<file path="config.mk">
export PLATFORM = sky130hd
export DESIGN_NAME = char_oled_spi_command_formatter
export DESIGN_NICKNAME = d
export VERILOG_FILES = /design/src/rtl/cosc_pkg.sv /design/src/rtl/char_oled_spi_command_formatter.sv
export SDC_FILE = /design/constraint.sdc
export NUM_CORES = 1
export LEC_CHECK = 0
export BUFFER_PORTS_ARGS = -buffer_cell sky130_fd_sc_hd__buf_2
export CAP_MARGIN = 20
export CORE_ASPECT_RATIO = 1.25
export CORE_MARGIN = 3
export CORE_UTILIZATION = 56
export CTS_CLUSTER_SIZE = 8
export DETAILED_ROUTE_END_ITERATION = 16
export PLACE_DENSITY_LB_ADDON = 0.08
export REMOVE_ABC_BUFFERS = 1
export SLEW_MARGIN = 20
export SYNTH_ARGS = -nofsm -noshare
export SYNTH_HDL_FRONTEND = slang
export SYNTH_SLANG_ARGS = --single-unit
export TNS_END_PERCENT = 10
</file>
<file path="constraint.sdc">
create_clock -name clock -period 2.9 [get_ports clock]
set_input_delay 0.58 -clock clock [delete_from_list [all_inputs] [get_ports clock]]
set_output_delay 0.58 -clock clock [all_outputs]
set_load 0.01 [all_outputs]
</file>
<file path="src/rtl/cosc_pkg.sv">
package cosc_pkg;

   localparam int unsigned SlotDepth = 3;

   localparam logic [3:0] KIND_RAW      = 4'd0;
   localparam logic [3:0] KIND_CLEAR    = 4'd1;
   localparam logic [3:0] KIND_HOME     = 4'd2;
   localparam logic [3:0] KIND_ENTRY    = 4'd3;
   localparam logic [3:0] KIND_DISPLAY  = 4'd4;
   localparam logic [3:0] KIND_SHIFT    = 4'd5;
   localparam logic [3:0] KIND_FUNCTION = 4'd6;
   localparam logic [3:0] KIND_CGRAM    = 4'd7;
   localparam logic [3:0] KIND_DDRAM    = 4'd8;
   localparam logic [3:0] KIND_DATA     = 4'd9;

   localparam logic [7:0] OP_CLEAR    = 8'h01;
   localparam logic [7:0] OP_HOME     = 8'h02;
   localparam logic [7:0] OP_ENTRY    = 8'h04;
   localparam logic [7:0] OP_DISPLAY  = 8'h08;
   localparam logic [7:0] OP_SHIFT    = 8'h10;
   localparam logic [7:0] OP_FUNCTION = 8'h20;
   localparam logic [7:0] OP_CGRAM    = 8'h40;
   localparam logic [7:0] OP_DDRAM    = 8'h80;

   localparam logic [6:0] DDRAM_ODD_ROW  = 7'h40;
   localparam logic [6:0] DDRAM_HIGH_ROW = 7'h14;
   localparam logic [4:0] ROW_LENGTH     = 5'd20;
   localparam logic [1:0] DATA_PREAMBLE  = 2'b10;

   typedef struct packed {
      logic [3:0] kind;
      logic [7:0] value;
      logic       flag_a;
      logic       flag_b;
      logic       flag_c;
      logic [1:0] mode_bits;
      logic [1:0] row;
      logic [4:0] column;
      logic [2:0] glyph_index;
      logic [2:0] glyph_row;
      logic       data_last;
   } req_type;

   typedef struct packed {
      logic [7:0] spi_byte;
      logic       end_of_transfer;
      logic       last;
   } rsp_type;

   // Up to three bytes produced by one request.
   typedef struct packed {
      logic [SlotDepth-1:0][7:0] bytes;
      logic [SlotDepth-1:0]      eot;
      logic [1:0]                count;
   } slot_type;

endpackage

</file>
<file path="src/rtl/char_oled_spi_command_formatter.sv">
// Character OLED SPI command formatter.
// The first SPI byte of a request is driven from the registered active slot.
// One SPI byte per cycle while rsp_ready is high; a request produces 1 to 3 bytes, and
//   one more request can wait in the pending slot while the active slot drains.
// Reset (synchronous, active high) closes any open data transfer, clears the carry
//   bits and empties both the pending and the active byte slots.
module char_oled_spi_command_formatter (
   input  logic              clock,
   input  logic              reset,
   input  logic              req_valid,
   output logic              req_ready,
   input  cosc_pkg::req_type req_data,
   output logic              rsp_valid,
   input  logic              rsp_ready,
   output cosc_pkg::rsp_type rsp_data
);
   import cosc_pkg::*;

   // Transfer state, updated at request acceptance in request order.
   logic       open_ff, open_in;
   logic [1:0] carry_ff, carry_in;

   // Pending slot: holds the bytes of a request while the active slot drains.
   logic       pend_valid_ff, pend_valid_in;
   slot_type   pend_ff, pend_in;

   // Active slot: drives the response port, one byte per cycle while rsp_ready is high.
   logic       act_valid_ff, act_valid_in;
   slot_type   act_ff, act_in;
   logic [1:0] idx_ff, idx_in;

   logic       accept;
   logic       kind_ok;
   logic       act_done;
   logic       act_free;
   logic [7:0] opcode;
   logic [4:0] col_mod;
   logic [6:0] ddram_addr;
   logic [7:0] flush_byte;
   slot_type   new_slot;

   assign req_ready = !pend_valid_ff;
   assign accept    = req_valid && req_ready;

   // Column is at most 31, so one compare and subtract covers modulo 20.
   assign col_mod = (req_data.column >= ROW_LENGTH) ? 5'(req_data.column - ROW_LENGTH)
                                                    : req_data.column;
   assign ddram_addr = (req_data.row[0] ? DDRAM_ODD_ROW : 7'd0)
                     + (req_data.row[1] ? DDRAM_HIGH_ROW : 7'd0)
                     + {2'd0, col_mod};

   assign flush_byte = {carry_ff, 6'd0};

   always_comb begin
      kind_ok = 1'b1;
      opcode  = 8'd0;
      case (req_data.kind)
         KIND_RAW:      opcode = req_data.value;
         KIND_CLEAR:    opcode = OP_CLEAR;
         KIND_HOME:     opcode = OP_HOME;
         KIND_ENTRY:    opcode = OP_ENTRY | {6'd0, req_data.flag_a, req_data.flag_b};
         KIND_DISPLAY:  opcode = OP_DISPLAY
                               | {5'd0, req_data.flag_a, req_data.flag_b, req_data.flag_c};
         KIND_SHIFT:    opcode = OP_SHIFT | {4'd0, req_data.mode_bits, 2'd0};
         KIND_FUNCTION: opcode = OP_FUNCTION | {3'd0, req_data.flag_a, 2'd0, req_data.mode_bits};
         KIND_CGRAM:    opcode = OP_CGRAM | {2'd0, req_data.glyph_index, req_data.glyph_row};
         KIND_DDRAM:    opcode = OP_DDRAM | {1'b0, ddram_addr};
         KIND_DATA:     opcode = 8'd0;
         default:       kind_ok = 1'b0;
      endcase
   end

   // Bytes for the incoming request and the transfer state it leaves behind.
   always_comb begin
      new_slot = '0;
      open_in  = open_ff;
      carry_in = carry_ff;
      if (req_data.kind == KIND_DATA) begin
         // First byte of a transfer carries the write preamble in its top bits.
         new_slot.bytes[0] = {(open_ff ? carry_ff : DATA_PREAMBLE), req_data.value[7:2]};
         new_slot.eot[0]   = 1'b0;
         if (req_data.data_last) begin
            new_slot.bytes[1] = {req_data.value[1:0], 6'd0};
            new_slot.eot[1]   = 1'b1;
            new_slot.count    = 2'd2;
            open_in           = 1'b0;
            carry_in          = 2'd0;
         end else begin
            new_slot.count    = 2'd1;
            open_in           = 1'b1;
            carry_in          = req_data.value[1:0];
         end
      end else if (kind_ok) begin
         open_in  = 1'b0;
         carry_in = 2'd0;
         if (open_ff) begin
            // Command inside an open transfer: flush the carry first.
            new_slot.bytes[0] = flush_byte;
            new_slot.eot[0]   = 1'b1;
            new_slot.bytes[1] = {2'd0, opcode[7:2]};
            new_slot.eot[1]   = 1'b0;
            new_slot.bytes[2] = {opcode[1:0], 6'd0};
            new_slot.eot[2]   = 1'b1;
            new_slot.count    = 2'd3;
         end else begin
            new_slot.bytes[0] = {2'd0, opcode[7:2]};
            new_slot.eot[0]   = 1'b0;
            new_slot.bytes[1] = {opcode[1:0], 6'd0};
            new_slot.eot[1]   = 1'b1;
            new_slot.count    = 2'd2;
         end
      end
   end

   assign act_done = act_valid_ff && rsp_ready && (idx_ff == 2'(act_ff.count - 2'd1));
   assign act_free = !act_valid_ff || act_done;

   // Slot movement: pending goes first; a new request skips the pending slot
   // when the active slot is free and nothing is pending.
   always_comb begin
      pend_valid_in = pend_valid_ff;
      pend_in       = pend_ff;
      act_valid_in  = act_valid_ff;
      act_in        = act_ff;
      idx_in        = idx_ff;
      if (act_valid_ff && rsp_ready && !act_done) begin
         idx_in = 2'(idx_ff + 2'd1);
      end
      if (act_free) begin
         act_valid_in = 1'b0;
         if (pend_valid_ff) begin
            act_in        = pend_ff;
            act_valid_in  = 1'b1;
            idx_in        = 2'd0;
            pend_valid_in = 1'b0;
         end else if (accept && kind_ok) begin
            act_in       = new_slot;
            act_valid_in = 1'b1;
            idx_in       = 2'd0;
         end
      end
      if (accept && kind_ok && !(act_free && !pend_valid_ff)) begin
         pend_in       = new_slot;
         pend_valid_in = 1'b1;
      end
   end

   always_ff @(posedge clock) begin
      if (reset) begin
         open_ff       <= 1'b0;
         carry_ff      <= 2'd0;
         pend_valid_ff <= 1'b0;
         act_valid_ff  <= 1'b0;
         idx_ff        <= 2'd0;
      end else begin
         if (accept) begin
            open_ff  <= open_in;
            carry_ff <= carry_in;
         end
         pend_valid_ff <= pend_valid_in;
         act_valid_ff  <= act_valid_in;
         idx_ff        <= idx_in;
      end
      pend_ff <= pend_in;
      act_ff  <= act_in;
   end

   assign rsp_valid                = act_valid_ff;
   assign rsp_data.spi_byte        = act_ff.bytes[idx_ff];
   assign rsp_data.end_of_transfer = act_ff.eot[idx_ff];
   assign rsp_data.last            = (idx_ff == 2'(act_ff.count - 2'd1));

endmodule
</file>
==> out/results.env <==
TRITONCTS_CLOCK_TREE='done'
POST_ROUTE_CELLS_DRIVE_ABOVE_1_SHARE_PCT=25.4
NETLIST_TOP_CELLS_COUNT='44 x edfxtp_1, 30 x nand2_1, 21 x nor2_1'
CRITPATHLAUNCHTYPE='input pin'
CTS_HOLD_BUF=0
PATH_CLASS='in -> reg'
POST_SYNTH_NUM_CELL_TYPES=61
CLOCK-ROOT-BUFFER='clkbuf_8'
ANTENNADIODECOUNT=0
POSTLAYOUTCELLAREA_MM2=0.00328
WORSTMARGINPINSLEW_NS=0.612
SYN-INSTANCE-COUNT=276
COUNT_OF_FLIP_FLOPS_WITH_A_BUILT_IN_ENABLE_AFTER_SYNTHESIS=44
GRT_START_MAX_NET_PINS=28
SYNTH_TOP_AREA_CELL='edfxtp_1'
POST-ROUTE-PERIOD-UTIL_PCT=89.8
SKEW_NS=0.00651
ANTENNA_LEFT=0
PLACE.PORT_BUFFERS=46
WIRE_LENGTH_OF_THE_FIRST_GLOBAL_ROUTING_PASS_UM=10600
CELL_WITH_THE_MOST_INSTANCES_AFTER_SYNTHESIS='edfxtp_1'
MAX_CAP_VIOL_COUNT=0
DRT_DRC_VIOLATIONS_LEFT=0
CP_DATA_REQUIRED_TIME_NS=2.96
YOSYS.AREA_SHARE.SIMPLE_PCT=16.3
SETUP.WORST_PATH.START='req_data[10]'
NUM_CLOCK_SINKS=51
DR.PASS1.ITERS=4
VIAS_IN_THE_FIRST_GLOBAL_ROUTE=2211
WORST_EP_ARRIVAL_TIME_NS=2.67
HOLD_PATH.CLASS='reg -> reg'
SYNTH_SEQ_CELLS=51
WORST_HOLD_STARTPOINT='carry_ff[0]$_SDFFE_PP0P_'
RESULT_OF_THE_RUN='complete, no violations'
YOSYS.AREA_SHARE.XOR_XNOR_PCT=0.906
SYN_TO_FINAL_GROWTH_PCT=13.3
IO-PIN-COUNT=47
WORSTSKEWPAIRLATENCY_NS=0.30
COREAREA_MM2=0.00487
MAX_SLEW_MARGIN_PCT=59.1
YS_TOP_CELLS_BY_AREA='edfxtp_1 46%, dfxtp_1 4.8%, mux2i_1 4.8%'
CORE.ROWCOUNT=28
POWER_DENSITY_mW_PER_MM2=448
SYNTH_FA_HA_AREA_SHARE_PCT=2.16
ROUTEDWLPERCELL_UM=16.3
DRT-INITIAL-DRC-COUNT=164
YOSYS_MOST_USED_DFF='edfxtp_1'
MAXCLOCKFREQUENCY_MHz=384
CRIT_PATH_MAX_FANOUT=3
IR_WORST_VDD_uV=235
CTSLONGESTPATHBUFFERS=2
ROUTABILITY_CONGESTION=0.914
SYNTH_LARGEST_TYPE_AREA_FRACTION_PCT=45.6
SEQUENTIAL_TO_TOTAL_AREA_SHARE_FROM_YOSYS_STAT_PCT=50.4
LARGEST_FAMILY_OF_LOGIC_CELLS_BY_SYNTHESIZED_AREA='simple AND/OR/NAND/NOR gates'
POSTLAYOUTSETUPSLACKWORST_NS=0.297
DIE_W_UM=70.4
CLKTRANSATPATHREGS_NS=0.09
GLOBAL_ROUTE.OVERFLOW_TOTAL=0
SYNTH_COMPOUND_GATE_AREA_SHARE_PCT=16.2
DETAILED_PLACE_HPWL_UM=4660
TRACK_USAGE_PCT=22.1
INITIAL_ANTENNA_VIOLATION_COUNT=0
AVGSYNTHCELLAREA_UM2=10.5
FINALCRITICALPERIOD_NS=2.60
DIE-AREA_MM2=0.00608
CLOCK_TREE.HTREE_LEVEL_COUNT=2
CTS_RESIZED=0
MUXSHAREOFSYNTHAREA_PCT=9.11
CTS-BUFFERS-INSERTED=5
TOTALPOWERFINAL_mW=1.47
DIE_Y_UM=86.4
INITIAL_UTILIZATION_PCT=59.5
POST_CTS_SETUP_REPAIR_BUFS=0
DRT_WL_TOTAL_UM=6240
WORSTREG2REGSTART='pend_valid_ff$_SDFFE_PP0P_'
SYN-CELL-AREA_MM2=0.00290
CRITPATHCAPTURETYPE='register'
NUMBER_OF_ENDPOINTS_FAILING_SETUP_AT_THE_FINAL_STAGE=0
NUM-NETS-FINAL=362
SYNTH-ASYNC-RESET-RATIO_PCT=0
ROUTE.VIAS.TOTAL=2234
SLEW_VIOL_FINAL=0
PRE_CTS_SLACK_NS=-0.0388
POST_DRT_VIA_CELL_RATIO=5.83
POST_DP_CELL_AREA_MM2=0.00320
FINALHOLDWORSTSLACK_NS=0.453
P_LEAK_nW=1.26
POST-ROUTE-UTIL_PCT=67.4
GRT_SETUP_UNREPAIRED='no'
HOLD_VIOLATIONS=0
FILLER_CELL_COUNT=405
YOSYS_WARNS=0
==> where the power goes <==
group | internal (mW) | switching, mW | total, mW
clock | 0.170 | 0.228 | 0.398
sequential | 0.834 | 0.0126 | 0.847
combinational | 0.0953 | 0.131 | 0.226
==> per-stage QoR <==
stage	std cells	TNS, ns
after floorplan	259	0
after global placement	375	0
after detailed placement	375	-0.0563
after CTS	383	0
after global routing	383	0
final	383	0
==> registers in the layout, indices dropped and copies added (netlist names) <==
| register | count |
|---|---|
| rsp_valid | 1 |
| pend_ff | 22 |
| idx_ff | 2 |
| open_ff | 1 |
| act_ff | 22 |
| carry_ff | 2 |
| pend_valid_ff | 1 |
==> metal layers <==
layer	share of wire (%)	GRT usage (%)	vias up	wire, um
met3	5.5	3.25	13	343
met4	2.7	9.58	0	166
met5	0	0	-	0
met1	45	30.0	1037	2780
met2	47	35.3	75	2950
li1	-	-	1109	-
==> path summary, 6_finish.rpt <==
check / end / slack [ns] / depth (start not counted)
max: act_ff[15]$_DFFE_PP_ / 0.30 / 11
min: carry_ff[0]$_SDFFE_PP0P_ / 0.45 / 2
max reg2reg: act_ff[6]$_DFFE_PP_ / 0.82 / 4
min reg2reg: carry_ff[0]$_SDFFE_PP0P_ / 0.45 / 2
==> final cells by class <==
type	instances	area [um2]	area share, %
Sequential cell	51	1460	44.5
Multi-Input combinational cell	195	1300	39.5
Timing Repair Buffer	56	318	9.68
Tap cell	60	75.1	2.29
Clock buffer	6	72.6	2.21
Inverter	13	50.0	1.52
Clock inverter	2	11.3	0.343
==> worst max-delay path: stages <==
cell and delay, ns:
buf_2 0.11, inv_1 0.07, ha_1 0.13, or3b_2 0.47, nand2_1 0.10, a21boi_0 0.09, ha_1 0.30, xor2_1 0.17
a32oi_1 0.24, a21oi_1 0.13, mux2_2 0.27
==> kinds of logic after synthesis <==
kind of cell             after synthesis
buffers and inverters                 30
XOR/XNOR                               3
flip-flops                            51
adder cells (fa/ha/maj)                5
AO/OA/AOI/OAI                         70
multiplexers                          25
AND/OR/NAND/NOR                       92
==> layout by cell type, fill, tap and decap left out, types with 5 or more instances in the layout <==
master and instances:
buf_4 9, inv_1 12, a31oi_1 5, o21ai_0 11, and2_1 6, dfxtp_1 7
nor2_1 21, nand2_1 30, mux2i_1 14, a21oi_1 17, ha_1 5, buf_2 46
clkbuf_8 5, o21ai_1 5, nand3_1 8, mux2_2 9, edfxtp_1 44
(Power assumes the default switching activity.)
